### src/rtl/pcc_pkg.sv
package pcc_pkg;

  localparam logic [6:0] DUTY_MAX       = 7'd100;
  localparam logic [6:0] DUTY_DEFAULT   = 7'd50;
  localparam logic [8:0] PERIOD_MIN     = 9'd10;
  localparam logic [8:0] PERIOD_MAX     = 9'd500;
  localparam logic [8:0] PERIOD_DEFAULT = 9'd10;

  localparam int CMD_FIFO_DEPTH = 4;
  localparam int CMD_FIFO_AW    = 2;

  typedef enum logic [2:0] {
    OP_TICK    = 3'd0,
    OP_DUTY    = 3'd1,
    OP_PERIOD  = 3'd2,
    OP_STOP    = 3'd3,
    OP_RESET   = 3'd4,
    OP_HELP    = 3'd5,
    OP_TIMEOUT = 3'd6
  } pcc_op_t;

  typedef enum logic [2:0] {
    REPLY_ACCEPTED = 3'd0,
    REPLY_NOCHANGE = 3'd1,
    REPLY_FULL     = 3'd2,
    REPLY_TIMEOUT  = 3'd3,
    REPLY_HELP     = 3'd4,
    REPLY_TICK     = 3'd5
  } pcc_reply_t;

  typedef enum logic [2:0] {
    KIND_TICK,
    KIND_SETTING,
    KIND_TIMEOUT,
    KIND_HELP,
    KIND_NOCHANGE
  } pcc_kind_t;

  typedef struct packed {
    logic [2:0]         operation;
    logic signed [15:0] value;
  } pcc_in_t;

  typedef struct packed {
    logic [2:0] reply;
    logic       led;
    logic [1:0] queue_level;
  } pcc_out_t;

  // classified word handed from front to back, times already in ticks
  typedef struct packed {
    pcc_kind_t  kind;
    logic [8:0] on_ticks;
    logic [8:0] off_ticks;
  } pcc_cmd_t;

endpackage

### src/rtl/pwm_command_controller_top.sv
// PWM generator driven by decoded commands and timer ticks. Every accepted
// word gives exactly one reply word carrying the reply code, the LED level and
// the number of pending on/off pairs. Duty and period changes are turned into
// on/off times (in ticks of MS_PER_TICK ms) by a five-stage arithmetic front
// end, then pass through a four-word queue to the back end, which owns the
// pending-pair queue (QUEUE_DEPTH entries), the position counter and the LED,
// and retires one queued word per cycle; both this and taking one input word
// every clock cycle hold while the reply side keeps up.
module pwm_command_controller_top #(
  parameter int QUEUE_DEPTH = 2,
  parameter int MS_PER_TICK = 1
) (
  input  logic              clk,
  input  logic              rst_n,
  input  logic              in_valid,
  output logic              in_stall,
  input  pcc_pkg::pcc_in_t  in_word,
  output logic              out_valid,
  input  logic              out_stall,
  output pcc_pkg::pcc_out_t out_word
);
  import pcc_pkg::*;

  pcc_cmd_t front_cmd;
  pcc_cmd_t back_cmd;
  logic     front_valid;
  logic     fifo_full;
  logic     fifo_empty;
  logic     back_pop;

  pcc_front #(
    .MS_PER_TICK(MS_PER_TICK)
  ) u_front (
    .clk      (clk),
    .rst_n    (rst_n),
    .in_valid (in_valid),
    .in_stall (in_stall),
    .in_word  (in_word),
    .cmd_valid(front_valid),
    .cmd      (front_cmd),
    .cmd_full (fifo_full)
  );

  pcc_queue u_queue (
    .clk      (clk),
    .rst_n    (rst_n),
    .push     (front_valid),
    .push_data(front_cmd),
    .full     (fifo_full),
    .pop      (back_pop),
    .pop_data (back_cmd),
    .empty    (fifo_empty)
  );

  pcc_back #(
    .QUEUE_DEPTH(QUEUE_DEPTH)
  ) u_back (
    .clk      (clk),
    .rst_n    (rst_n),
    .cmd_avail(!fifo_empty),
    .cmd      (back_cmd),
    .cmd_pop  (back_pop),
    .out_valid(out_valid),
    .out_stall(out_stall),
    .out_word (out_word)
  );

endmodule

### src/rtl/pcc_front.sv
module pcc_front #(
  parameter int MS_PER_TICK = 1
) (
  input  logic              clk,
  input  logic              rst_n,
  input  logic              in_valid,
  output logic              in_stall,
  input  pcc_pkg::pcc_in_t  in_word,
  output logic              cmd_valid,
  output pcc_pkg::pcc_cmd_t cmd,
  input  logic              cmd_full
);
  import pcc_pkg::*;

  // reciprocal of the tick length, exact for 9-bit times
  localparam int              RECIP_SHIFT = 18;
  localparam int              RECIP_INT   = ((2 ** RECIP_SHIFT) + MS_PER_TICK - 1) / MS_PER_TICK;
  localparam logic [18:0]     RECIP       = 19'(RECIP_INT);
  // ceil(2^19 / 100), estimate is never below the true quotient
  localparam logic [12:0]     PCT_RECIP   = 13'd5243;

  typedef struct packed {
    pcc_kind_t  kind;
    logic [6:0] duty;
    logic [8:0] period;
  } s1_t;

  typedef struct packed {
    pcc_kind_t   kind;
    logic [8:0]  period;
    logic [15:0] prod;
  } s2_t;

  typedef struct packed {
    pcc_kind_t   kind;
    logic [8:0]  period;
    logic [15:0] prod;
    logic [9:0]  quot;
  } s3_t;

  typedef struct packed {
    pcc_kind_t  kind;
    logic [8:0] on_ms;
    logic [8:0] off_ms;
  } s4_t;

  logic [6:0] duty_r, duty_nxt;
  logic [8:0] period_r, period_nxt;
  logic       s1_valid_r, s2_valid_r, s3_valid_r, s4_valid_r, s5_valid_r;
  s1_t        s1_r;
  s2_t        s2_r;
  s3_t        s3_r;
  s4_t        s4_r;
  pcc_cmd_t   s5_r;
  pcc_kind_t  kind;
  logic [6:0] duty_clamp;
  logic [8:0] period_clamp;
  logic       adv, accept;
  logic [15:0] prod;
  logic [28:0] quot_mul;
  logic [16:0] quot_x100;
  logic [8:0]  on_ms, off_ms;
  logic [27:0] on_mul, off_mul;

  assign adv      = !(s5_valid_r && cmd_full);
  assign in_stall = !adv;
  assign accept   = in_valid && adv;

  always_comb begin
    if (in_word.value < 16'sd0) begin
      duty_clamp = 7'd0;
    end else if (in_word.value > 16'sd100) begin
      duty_clamp = DUTY_MAX;
    end else begin
      duty_clamp = in_word.value[6:0];
    end
    if (in_word.value < 16'sd10) begin
      period_clamp = PERIOD_MIN;
    end else if (in_word.value > 16'sd500) begin
      period_clamp = PERIOD_MAX;
    end else begin
      period_clamp = in_word.value[8:0];
    end
  end

  always_comb begin
    duty_nxt   = duty_r;
    period_nxt = period_r;
    kind       = KIND_NOCHANGE;
    unique case (in_word.operation)
      OP_TICK: begin
        kind = KIND_TICK;
      end
      OP_DUTY: begin
        kind     = KIND_SETTING;
        duty_nxt = duty_clamp;
      end
      OP_PERIOD: begin
        kind       = KIND_SETTING;
        period_nxt = period_clamp;
      end
      OP_STOP: begin
        kind     = KIND_SETTING;
        duty_nxt = 7'd0;
      end
      OP_RESET: begin
        kind       = KIND_SETTING;
        duty_nxt   = DUTY_DEFAULT;
        period_nxt = PERIOD_DEFAULT;
      end
      OP_HELP: begin
        kind = KIND_HELP;
      end
      OP_TIMEOUT: begin
        kind = KIND_TIMEOUT;
      end
      default: begin
        kind = KIND_NOCHANGE;
      end
    endcase
  end

  // on-time = period * duty / 100 (zero for a timeout), then both times scaled to ticks
  assign prod      = 16'(s1_r.period) * 16'(s1_r.duty);
  assign quot_mul  = 29'(s2_r.prod) * 29'(PCT_RECIP);
  assign quot_x100 = {1'b0, s3_r.quot, 6'd0} + {2'b0, s3_r.quot, 5'd0}
                   + {5'b0, s3_r.quot, 2'd0};

  always_comb begin
    if (s3_r.kind == KIND_TIMEOUT) begin
      on_ms = 9'd0;
    end else if (quot_x100 > {1'b0, s3_r.prod}) begin
      on_ms = 9'(s3_r.quot - 10'd1);
    end else begin
      on_ms = s3_r.quot[8:0];
    end
    off_ms = s3_r.period - on_ms;
  end

  assign on_mul  = 28'(s4_r.on_ms) * 28'(RECIP);
  assign off_mul = 28'(s4_r.off_ms) * 28'(RECIP);

  always_ff @(posedge clk) begin
    if (!rst_n) begin
      duty_r     <= DUTY_DEFAULT;
      period_r   <= PERIOD_DEFAULT;
      s1_valid_r <= 1'b0;
      s2_valid_r <= 1'b0;
      s3_valid_r <= 1'b0;
      s4_valid_r <= 1'b0;
      s5_valid_r <= 1'b0;
    end else if (adv) begin
      if (accept) begin
        duty_r   <= duty_nxt;
        period_r <= period_nxt;
      end
      s1_valid_r <= accept;
      s2_valid_r <= s1_valid_r;
      s3_valid_r <= s2_valid_r;
      s4_valid_r <= s3_valid_r;
      s5_valid_r <= s4_valid_r;
    end
  end

  always_ff @(posedge clk) begin
    if (adv) begin
      s1_r.kind   <= kind;
      s1_r.duty   <= duty_nxt;
      s1_r.period <= period_nxt;
      s2_r.kind   <= s1_r.kind;
      s2_r.period <= s1_r.period;
      s2_r.prod   <= prod;
      s3_r.kind   <= s2_r.kind;
      s3_r.period <= s2_r.period;
      s3_r.prod   <= s2_r.prod;
      s3_r.quot   <= quot_mul[28:19];
      s4_r.kind   <= s3_r.kind;
      s4_r.on_ms  <= on_ms;
      s4_r.off_ms <= off_ms;
      s5_r.kind      <= s4_r.kind;
      s5_r.on_ticks  <= on_mul[26:18];
      s5_r.off_ticks <= off_mul[26:18];
    end
  end

  assign cmd_valid = s5_valid_r && !cmd_full;
  assign cmd       = s5_r;

endmodule

### src/rtl/pcc_queue.sv
module pcc_queue (
  input  logic              clk,
  input  logic              rst_n,
  input  logic              push,
  input  pcc_pkg::pcc_cmd_t push_data,
  output logic              full,
  input  logic              pop,
  output pcc_pkg::pcc_cmd_t pop_data,
  output logic              empty
);
  import pcc_pkg::*;

  logic [CMD_FIFO_AW-1:0] wr_ptr_r, rd_ptr_r;
  logic [CMD_FIFO_AW:0]   count_r, count_nxt;
  pcc_cmd_t               mem_r [CMD_FIFO_DEPTH];

  assign full     = count_r == (CMD_FIFO_AW + 1)'(CMD_FIFO_DEPTH);
  assign empty    = count_r == '0;
  assign pop_data = mem_r[rd_ptr_r];

  always_comb begin
    count_nxt = count_r;
    if (push && !pop) begin
      count_nxt = count_r + 1'b1;
    end else if (pop && !push) begin
      count_nxt = count_r - 1'b1;
    end
  end

  always_ff @(posedge clk) begin
    if (!rst_n) begin
      wr_ptr_r <= '0;
      rd_ptr_r <= '0;
      count_r  <= '0;
    end else begin
      if (push) begin
        wr_ptr_r <= wr_ptr_r + 1'b1;
      end
      if (pop) begin
        rd_ptr_r <= rd_ptr_r + 1'b1;
      end
      count_r <= count_nxt;
    end
  end

  always_ff @(posedge clk) begin
    if (push) begin
      mem_r[wr_ptr_r] <= push_data;
    end
  end

endmodule

### src/rtl/pcc_back.sv
module pcc_back #(
  parameter int QUEUE_DEPTH = 2
) (
  input  logic              clk,
  input  logic              rst_n,
  input  logic              cmd_avail,
  input  pcc_pkg::pcc_cmd_t cmd,
  output logic              cmd_pop,
  output logic              out_valid,
  input  logic              out_stall,
  output pcc_pkg::pcc_out_t out_word
);
  import pcc_pkg::*;

  localparam int HW = (QUEUE_DEPTH > 1) ? $clog2(QUEUE_DEPTH) : 1;
  localparam int CW = $clog2(QUEUE_DEPTH + 1);

  logic [8:0]    pend_on_r  [QUEUE_DEPTH];
  logic [8:0]    pend_off_r [QUEUE_DEPTH];
  logic [HW-1:0] head_r, head_nxt;
  logic [CW-1:0] count_r, count_nxt;
  logic [8:0]    active_on_r, active_on_nxt;
  logic [8:0]    active_off_r, active_off_nxt;
  logic [9:0]    position_r, position_nxt;
  logic          out_valid_r;
  pcc_out_t      out_word_r;
  pcc_out_t      result;
  logic [HW:0]   tail_sum;
  logic [HW-1:0] tail;
  logic [9:0]    total;
  logic [10:0]   pos_inc;
  logic          wr_en;
  logic          has_room;

  assign cmd_pop  = cmd_avail && (!out_valid_r || !out_stall);
  assign has_room = count_r < CW'(QUEUE_DEPTH);
  assign tail_sum = (HW + 1)'(head_r) + (HW + 1)'(count_r);
  assign tail     = (tail_sum >= (HW + 1)'(QUEUE_DEPTH))
                  ? HW'(tail_sum - (HW + 1)'(QUEUE_DEPTH)) : HW'(tail_sum);
  assign total    = {1'b0, active_on_r} + {1'b0, active_off_r};
  assign pos_inc  = {1'b0, position_r} + 11'd1;

  always_comb begin
    head_nxt       = head_r;
    count_nxt      = count_r;
    active_on_nxt  = active_on_r;
    active_off_nxt = active_off_r;
    position_nxt   = position_r;
    wr_en          = 1'b0;
    result.reply   = REPLY_NOCHANGE;
    case (cmd.kind) inside
      KIND_TICK: begin
        result.reply = REPLY_TICK;
        if (pos_inc >= {1'b0, total}) begin
          position_nxt = '0;
          if (count_r != '0) begin
            active_on_nxt  = pend_on_r[head_r];
            active_off_nxt = pend_off_r[head_r];
            head_nxt       = (head_r == HW'(QUEUE_DEPTH - 1)) ? '0 : head_r + 1'b1;
            count_nxt      = count_r - 1'b1;
          end
        end else begin
          position_nxt = pos_inc[9:0];
        end
      end
      KIND_SETTING, KIND_TIMEOUT: begin
        if (has_room) begin
          wr_en        = 1'b1;
          count_nxt    = count_r + 1'b1;
          result.reply = REPLY_ACCEPTED;
        end else begin
          result.reply = REPLY_FULL;
        end
        if (cmd.kind == KIND_TIMEOUT) begin
          result.reply = REPLY_TIMEOUT;
        end
      end
      KIND_HELP: begin
        result.reply = REPLY_HELP;
      end
      default: begin
        result.reply = REPLY_NOCHANGE;
      end
    endcase
    result.led         = position_nxt < {1'b0, active_on_nxt};
    result.queue_level = 2'(count_nxt);
  end

  always_ff @(posedge clk) begin
    if (!rst_n) begin
      head_r       <= '0;
      count_r      <= '0;
      active_on_r  <= 9'd0;
      active_off_r <= PERIOD_DEFAULT;
      position_r   <= '0;
      out_valid_r  <= 1'b0;
    end else begin
      if (cmd_pop) begin
        head_r       <= head_nxt;
        count_r      <= count_nxt;
        active_on_r  <= active_on_nxt;
        active_off_r <= active_off_nxt;
        position_r   <= position_nxt;
        out_valid_r  <= 1'b1;
      end else if (!out_stall) begin
        out_valid_r <= 1'b0;
      end
    end
  end

  always_ff @(posedge clk) begin
    if (cmd_pop) begin
      out_word_r <= result;
      if (wr_en) begin
        pend_on_r[tail]  <= cmd.on_ticks;
        pend_off_r[tail] <= cmd.off_ticks;
      end
    end
  end

  assign out_valid = out_valid_r;
  assign out_word  = out_word_r;

endmodule
### config.mk
export PLATFORM = sky130hd
export DESIGN_NAME = pwm_command_controller_top
export DESIGN_NICKNAME = d
export VERILOG_FILES = /design/src/rtl/pcc_pkg.sv /design/src/rtl/pwm_command_controller_top.sv /design/src/rtl/pcc_front.sv /design/src/rtl/pcc_queue.sv /design/src/rtl/pcc_back.sv
export SDC_FILE = /design/constraint.sdc
export NUM_CORES = 1
export LEC_CHECK = 0
export ABC_AREA = 0
export BUFFER_PORTS_ARGS = -buffer_cell sky130_fd_sc_hd__buf_2
export CAP_MARGIN = 20
export CELL_PAD_IN_SITES_DETAIL_PLACEMENT = 1
export CELL_PAD_IN_SITES_GLOBAL_PLACEMENT = 2
export CORE_MARGIN = 2
export CORE_UTILIZATION = 30
export CTS_CLUSTER_DIAMETER = 80
export DETAILED_ROUTE_END_ITERATION = 6
export PLACE_DENSITY_LB_ADDON = 0.12
export SLEW_MARGIN = 30
export SYNTH_ARGS = -nofsm -noshare
export SYNTH_HDL_FRONTEND = slang
export SYNTH_SLANG_ARGS = --single-unit
### constraint.sdc
create_clock -name clk -period 10 [get_ports clk]
set_clock_uncertainty 0.15 [all_clocks]
set_input_delay 0.5 -clock clk [delete_from_list [all_inputs] [get_ports clk]]
set_output_delay 0.5 -clock clk [all_outputs]
set_load 0.05 [all_outputs]
After elaboration in Yosys (flattened, before gate mapping)
Memory sizes are Yosys's and may differ from the RTL's. A register that Yosys moved wholly into a read port is not among the register bits.
Index checks and enable logic that the tools add are counted.
- add/sub/neg operators: 15
- $mul: 2
- div/mod/pow operators: 0
- $lt $le $gt $ge: 9
- equality and inequality tests: 12
- shift operators: 0
- multiplexer cells: 41
- bitwise logic cells: 1
- reductions and logical operators: 24
- operators by type and width (operator ; number):
    9-bit two-way mux ; 7
    16-bit by 13-bit multiplier with 29-bit output (second input constant) ; 1
    7-bit case mux with 3 select lines ; 1
    10-bit two-way mux ; 2
    2-bit two-way mux ; 9
    9-bit case mux with 2 select lines ; 1
    16-bit by 15-bit adder with 17-bit output ; 1
    17-bit by 12-bit adder with 17-bit output ; 1
    17-bit by 16-bit > comparator with 1-bit output ; 1
    16-bit by 10-bit > comparator with 1-bit output (second input constant) ; 1
    16-bit by 8-bit > comparator with 1-bit output (second input constant) ; 1
    16-bit by 1-bit < comparator with 1-bit output (second input constant) ; 1
    16-bit by 5-bit < comparator with 1-bit output (second input constant) ; 1
    9-bit by 7-bit multiplier with 16-bit output ; 1
    3-bit by 2-bit == test with 1-bit output (second input constant) ; 5
    1-bit two-way mux ; 14
    7-bit two-way mux ; 2
    3-bit == test (second input constant) ; 4
    3-bit two-way mux ; 4
    3-bit case mux with 4 select lines ; 1
    10-bit by 1-bit adder with 11-bit output (second input constant) ; 1
    11-bit by 10-bit >= comparator with 1-bit output ; 1
    9-bit by 9-bit adder with 10-bit output ; 1
    10-bit by 9-bit < comparator with 1-bit output ; 1
    other kinds (23) ; 41
- flip-flop bits (word level): 184
- bits in latches: 0
- memory bits (writable): 120
- ROM bits: 0
- input bits: 23
- output and inout bits: 8
- memories: 3
- memory list (memory ; words ; width ; rd ports ; clocked after Yosys merged registers in ; write ports ; line ; RTL):
    u_queue.mem_r ; 4 ; 21 ; 1 ; 1 ; 1 ; pcc_queue.sv:15 ; pcc_cmd_t mem_r [CMD_FIFO_DEPTH];
    u_back.pend_off_r ; 2 ; 9 ; 1 ; 1 ; 1 ; pcc_back.sv:19 ; logic [8:0] pend_off_r [QUEUE_DEPTH];
    u_back.pend_on_r ; 2 ; 9 ; 1 ; 1 ; 1 ; pcc_back.sv:18 ; logic [8:0] pend_on_r [QUEUE_DEPTH];

Logic depth before layout (Yosys ltp)
Gate-level depths: netlist of the first run.
- depth after elaboration: 7
- depth in mapped cells: 29
- depth with buffers taken out: 28

Modules after synthesis
Synthesis of the first run repeated with hierarchy kept, for this count alone.
- cells, all modules: 1623
- area total of the unflattened synthesis: 19741.4 sq um
- modules (own cells, without submodules) (module ; times used ; cells each ; area each (sq um) ; sequential area each (sq um)):
    pcc_front ; 1 ; 1087 ; 12107.9 ; 4234.1
    pcc_back ; 1 ; 383 ; 4152.7 ; 1921.8
    pcc_queue ; 1 ; 152 ; 3477.1 ; 2702.6
    pwm_command_controller_top ; 1 ; 1 ; 3.8 ; 0.0

Worst setup path after synthesis of the first run
Ideal clock, no wire load.
- path kind: reg-to-output
- start: register u_queue.count_r[1]
- end: output port in_stall
- arrival: 5.340 ns
- setup slack: 4.010 ns
- stages on the path, launching flop included: 4
- path buffers: 0
- path through: dfxtp_1 -> nor2_1 -> nand3_1 -> inv_1
- cells in the longest elaborated chain, start to end: 2
- ends and longest elaborated chain (item ; line ; RTL):
    start: declaration ; pcc_queue.sv:14 ; logic [CMD_FIFO_AW:0] count_r, count_nxt;
    start signal: assignment ; pcc_queue.sv:42 ; count_r <= count_nxt;
    3-bit == test ; pcc_queue.sv:17 ; assign full = count_r == (CMD_FIFO_AW + 1)'(CMD_FIFO_DEPTH);
    1-bit logical AND ; pcc_front.sv:65 ; assign adv = !(s5_valid_r && cmd_full);
    end: declaration ; pwm_command_controller_top.sv:16 ; output logic in_stall,
No other way between the ends.

Final worst setup path of the first run
- start: register u_front.s3_r[1] (netlist name)
- end: register u_front.s4_r[8] (netlist name) (data pin)
- cells in the longest elaborated chain, start to end: 6
- elaborated cells between the ends (all ways): 7
- classes of those cells: add/sub: 4; order compare: 1; mux: 2
- ends and longest elaborated chain (item ; line ; RTL):
    start: declaration ; pcc_front.sv:52 ; s3_t s3_r;
    16-bit by 15-bit adder with 17-bit output ; pcc_front.sv:126 ; assign quot_x100 = {1'b0, s3_r.quot, 6'd0} + {2'b0, s3_r.quot, 5'd0}
    17-bit by 12-bit adder with 17-bit output * ; pcc_front.sv:127 ; + {5'b0, s3_r.quot, 2'd0};
    17-bit by 16-bit > comparator with 1-bit output * ; pcc_front.sv:132 ; end else if (quot_x100 > {1'b0, s3_r.prod}) begin
    9-bit two-way mux * ; pcc_front.sv:132 ;
    9-bit two-way mux * ; pcc_front.sv:130 ; if (s3_r.kind == KIND_TIMEOUT) begin
    via u_front.on_ms[0] ; pcc_front.sv:62 ; logic [8:0] on_ms, off_ms;
    9-bit subtractor * ; pcc_front.sv:137 ; off_ms = s3_r.period - on_ms;
    via u_front.off_ms[8] ; pcc_front.sv:62 ;
    end: declaration ; pcc_front.sv:53 ; s4_t s4_r;
The timed path passes the listed nets; every way through them passes the cells marked *.
A chain may end at the register's enable or synchronous reset.

==> metrics.csv, run 1 <==
metric;value;unit
final_core_util;0.344;
synthesis.nets;1998;
drt_first_iter_violations;397;
synth_xor_area_frac;0.0293;
crit_top_cell;a21oi_1;
final_max_slew_viol_count;0;
avgSynthCellArea;12.0;sq um
met3_usage;0.0181;
crit_type;register to register;
busiest_layer;met2;
setup_viol;0;
clock_sinks;316;
synth_adder_area_share;0.262;
yosys_most_used_dff;edfxtp_1;
max_stage_delay;0.57;ns
max-cap-violations;0;
hold_viol;0;
synthArstFlopShare;0;
fmax;156;MHz
rows;93;
finalSetupTns;0;ns
ctsRootBufferMaster;clkbuf_16;
crit_arrival;6.55;ns
tightestPinTransition;0.828;ns
synth_edf_count;253;
core;64600;sq um
die_h;260;um
syn_inst;1635;
mostFrequentLayoutCells;edfxtp_1 (253), inv_1 (224), ha_1 (221);
cp_num_buf_inv;2;
grt_setup_unrepaired;false;
vias_per_cell;4.60;
cpLargestDelayFamily;compound AO/OA/AOI/OAI gates;
vias;11800;
end_kind;register;
track_usage;0.134;
clockBufferDepth;3;
drive_gt1_frac;0.0849;
grt-ovfl-total;0;
numCtsBuffers;41;
finalCritPeriodShare;0.641;
holdWs;0.0716;ns
cp-start-kind;register;
first_global_vias;13100;
crit_required;10.13;ns
synth.distinct_cells;63;
first_pass_iters;4;
top_level_ports;31;
synth_top_family_by_area;adder cells;
gr-usage-met2;0.239;
synth-seq-area-share;0.451;
cts_tree;built;
synth_compound_area_frac;0.0765;
dieWidth;260;um
fillers;7005;
clkLatencyLatePin;0.54;ns
worst_hold_path_type;input pin to register;
status;complete, no violations;
ctsHoldBuffers;0;
start_util;0.304;
final_common_cell;edfxtp_1;
antenna_found_initial;0;
finish.net_count;2051;
ys_ff_latch;316;
dp_slack;3.53;ns
avgRoutedWirePerCell;16.9;um
syn-cell-area;19700;sq um
cts_htree_levels;2;
path_clk_slew;0.06;ns
cp_max_fo;11;
antenna_left;0;
setup_slack;3.59;ns
synthMuxAreaShare;0.0365;
post-cts-setup-buffer-count;0;
wl;43.5;mm
dp_hpwl;33.2;mm
ctsResizeCount;0;
r2r_setup_slack;3.59;ns
yosys.area_share.simple;0.0929;
relSlewSlack;0.440;
syn_to_final_growth;12.9;%
min_period;6.41;ns
place.gp.congestion;0.737;
critPathSlowestCell;fa_1;
num_antenna_cells;0;
yosysWarnings;0;
die_area;67600;sq um
grt_max_degree;63;
numPortBuffers;30;
met1_usage;0.169;
drc;0;
grt_pass1_wl;71.4;mm
## cells by family after synthesis
kind of cell | after synthesis
buffers and inverters | 261
flip-flops | 316
AND/OR/NAND/NOR | 380
AO/OA/AOI/OAI | 229
adder cells (fa/ha/maj) | 340
multiplexers | 44
XOR/XNOR | 65
## synth_stat cells, types with 19 or more instances
library cell,number,area share
clkbuf_1,26,0.0050
dfxtp_1,63,0.064
inv_1,224,0.043
a21oi_1,50,0.013
fa_1,119,0.12
mux2i_1,20,0.010
and2_1,39,0.012
nor2_1,99,0.019
edfxtp_1,253,0.39
o21ai_0,63,0.016
ha_1,221,0.14
xor2_1,19,0.0085
nand2_1,123,0.023
xnor2_1,45,0.020
## sequential cells by signal (all words and copies together), names as in the netlist, 9 cells and up, named ones only
| signal | count |
|---|---|
| u_back.active_off_r | 9 |
| u_back.active_on_r | 9 |
| u_back.pend_off_r | 18 |
| u_back.pend_on_r | 18 |
| u_back.position_r | 10 |
| u_front.cmd | 21 |
| u_front.period_r | 9 |
| u_front.s1_r | 19 |
| u_front.s2_r | 28 |
| u_front.s3_r | 38 |
| u_front.s4_r | 21 |
| u_queue.mem_r | 84 |
## final timing paths
kind / start / to / cells past startpoint
setup reg to reg: u_front.s3_r[1] / u_front.s4_r[8] / 29
setup / recovery: u_front.s3_r[1] / u_front.s4_r[8] / 29
hold reg to reg: u_front.s4_r[18] / u_front.cmd[18] / 0
hold / removal: out_stall / u_back.out_valid / 3
## final cells by class
class	count	area, sq um	share of cell area
tap	855	1070	0.0482
inverter	224	841	0.0379
timing repair buffer	47	278	0.0125
clock inverter	27	248	0.0112
sequential	316	8860	0.399
multi-input combinational	1058	9810	0.442
clock buffer	48	1080	0.0488
## metrics by stage
step / cell area, sq um / std cells
after floorplan: 19700 / 1635
after global placement: 20800 / 2499
after detailed placement: 20800 / 2499
after CTS: 22200 / 2574
after global routing: 22200 / 2575
final: 22200 / 2575
## layer usage
layer  vias to the layer above  share of wire
li1                       5780              -
met3                        55          0.025
met5                         -              0
met1                      5920           0.45
met4                         0          0.019
met2                        86           0.51
## tightest hold or removal path, cell delays in order
cell	delay, ns
buf_2	0.10
nand2_1	0.05
a21boi_0	0.06
Power of run 1 is left out: the tool's default activity adds up to more than one toggle a clock period on the data nets, which glitch-free logic cannot reach.
==> inputs of run 2 (changes only) <==
Clock period 10 ns to 5.4 ns, I/O delays scaled along.
==> run 2 against run 1 <==
Net effect:
- the run now ends with setup timing left
- worst setup slack got worse by 3.8 ns
- via count increased by 3.1%
- routed wire length increased by 2.9%
- die area unchanged
- final cell count increased by 3.8%
- first-iteration DRC count decreased by 18%
- non-clock buffer count increased by 105
- register-to-register slack got worse by 3.8 ns
- worst hold slack got worse by 0.040 ns
- critical path depth decreased by 2
- critical endpoint is now u_front.s4_r[7]
- highest routed layer unchanged
==> metrics.csv, run 2 (same netlist as run 1, synthesis figures left out) <==
metric;value;unit;change
cpLargestDelayFamily;compound AO/OA/AOI/OAI gates;;
critPathSlowestCell;fa_1;;
holdWs;0.0313;ns;-0.0403 ns
top_level_ports;31;;unchanged
largest_reg_flops;84;;unchanged
holdPathStages;3;;unchanged
rr_worst_depth;27;;-6.9%
num_antenna_cells;0;;unchanged
antenna_found_initial;0;;unchanged
dp_hpwl;34.1;mm;+2.7%
r2r-end;u_front.s4_r[7];;
clock_sinks;316;;unchanged
finalCritPeriodShare;1.04;;+0.394
clockBufferDepth;3;;unchanged
drive_gt1_frac;0.160;;+0.0753
numCtsBuffers;39;;-4.9%
dp_slack;-0.396;ns;-3.93 ns
drc;0;;unchanged
cp_max_fo;6;;-5
crit_arrival;5.74;ns;-0.81 ns
first_pass_iters;4;;unchanged
track_usage;0.136;;+0.00224
ctsRootBufferMaster;clkbuf_16;;
min_period;5.59;ns;-0.821 ns
tightestPinTransition;0.815;ns;-0.0133 ns
setup_viol;4;;+4
vias_per_cell;4.57;;-0.60%
end_kind;register;;
final_max_slew_viol_count;0;;unchanged
max-cap-violations;0;;unchanged
numPortBuffers;30;;unchanged
cp_num_buf_inv;3;;+1
crit_required;5.55;ns;-4.58 ns
dieWidth;260;um;unchanged
relSlewSlack;0.449;;+0.00898
hold_viol;0;;unchanged
syn_to_final_growth;18.2;%;
cts_tree;built;;
final_common_cell;edfxtp_1;;
r2r_setup_slack;-0.19;ns;-3.78 ns
grt_max_degree;63;;unchanged
die_area;67600;sq um;unchanged
final_core_util;0.360;;+0.0161
status;complete, but fails checks;;
start_util;0.304;;unchanged
reg_top3;u_queue.mem_r x84, u_front.s3_r x38, u_front.s2_r x28;;
avgRoutedWirePerCell;16.7;um;-0.84%
finish.net_count;2154;;+5.0%
regMostFlops;u_queue.mem_r;;
drt_first_iter_violations;324;;-18%
mostFrequentLayoutCells;edfxtp_1 (253), inv_1 (222), ha_1 (209);;
cp-start-kind;register;;
path_clk_slew;0.06;ns;about the same
fmax;179;MHz;+15%
hold_start;in_word[1];;
place.gp.congestion;0.730;;-1.0%
antenna_left;0;;unchanged
grt_pass1_wl;72.7;mm;+1.8%
violations;setup timing;;
first_global_vias;13400;;+2.3%
core;64600;sq um;unchanged
wl;44.8;mm;+2.9%
grt-ovfl-total;0;;unchanged
crit_top_cell;buf_4;;
r2r-start;u_front.s3_r[1];;
worst_hold_path_type;input pin to register;;
grt_setup_unrepaired;true;;
max_stage_delay;0.48;ns;-0.09 ns
cts_htree_levels;2;;unchanged
vias;12200;;+3.1%
die_h;260;um;unchanged
rows;93;;unchanged
clkLatencyLatePin;0.54;ns;about the same
setup_slack;-0.192;ns;-3.78 ns
hold_end;u_front.s1_r[10];;
crit_type;register to register;;
[run 2: cell count changes in the layout (fill, tap and decap cells not counted), moves of 8 or more]
cell / delta
ha_1: -12
a21oi_1: -10
buf_4: +91
o21ai_0: -8
ha_4: +9
a21oi_2: +10
[run 2: repair_timing]
item | in CTS | in global routing
hold buffers | 5 | 0
setup endpoints to repair | 7 | 13
gates resized for setup | 17 | 40
hold endpoints to repair | 4 | 0
pin swaps | 9 | 33
setup buffers | 6 | 11
[run 2: layer usage]
layer	up-vias	global-route usage	part of all wire
met5	-	0	0
met4	0	0.0366	0.019
met3	49	0.0173	0.019
met2	72	0.242	0.51
met1	6123	0.173	0.46
li1	5969	-	-
[run 2: worst max-delay path by stage]
stage	startpoint	end	slack (ns)	depth (start not counted)
global route	u_front.s3_r[1]	u_front.s4_r[7]	-0.54	29
global placement	u_front.s3_r[1]	u_front.s4_r[7]	-0.16	28
finish	u_front.s3_r[1]	u_front.s4_r[7]	-0.19	27
CTS	u_front.s3_r[1]	u_front.s4_r[8]	-0.22	28
floorplan	u_front.s3_r[2]	u_front.s4_r[8]	0.04	29
detailed placement	u_front.s3_r[1]	u_front.s4_r[7]	-0.40	27
[run 2: per-stage QoR]
step                cells  instance area [sq um]  setup TNS (ns)
detailed placement   2584                  21600           -1.19
global placement     2584                  21600          -0.351
global route         2672                  23200           -2.48
floorplan            1635                  19700               0
finish               2672                  23200          -0.486
CTS                  2662                  23000          -0.427
[run 2: cell type report]
class	count	area, sq um
clock buffer	46	1000
clock inverter	21	205
fill	6972	41400
inverter	224	841
multi-input combinational	1058	10100
sequential	316	8860
tap	855	1070
timing repair buffer	152	1150
[run 2: worst min-delay path, delay by kind of cell]
kind	cells	cell delay [ns]
buf+inv	1	0.14
compound gates	1	0.10
simple gates	1	0.10
Power of run 2 is left out for the same reason.
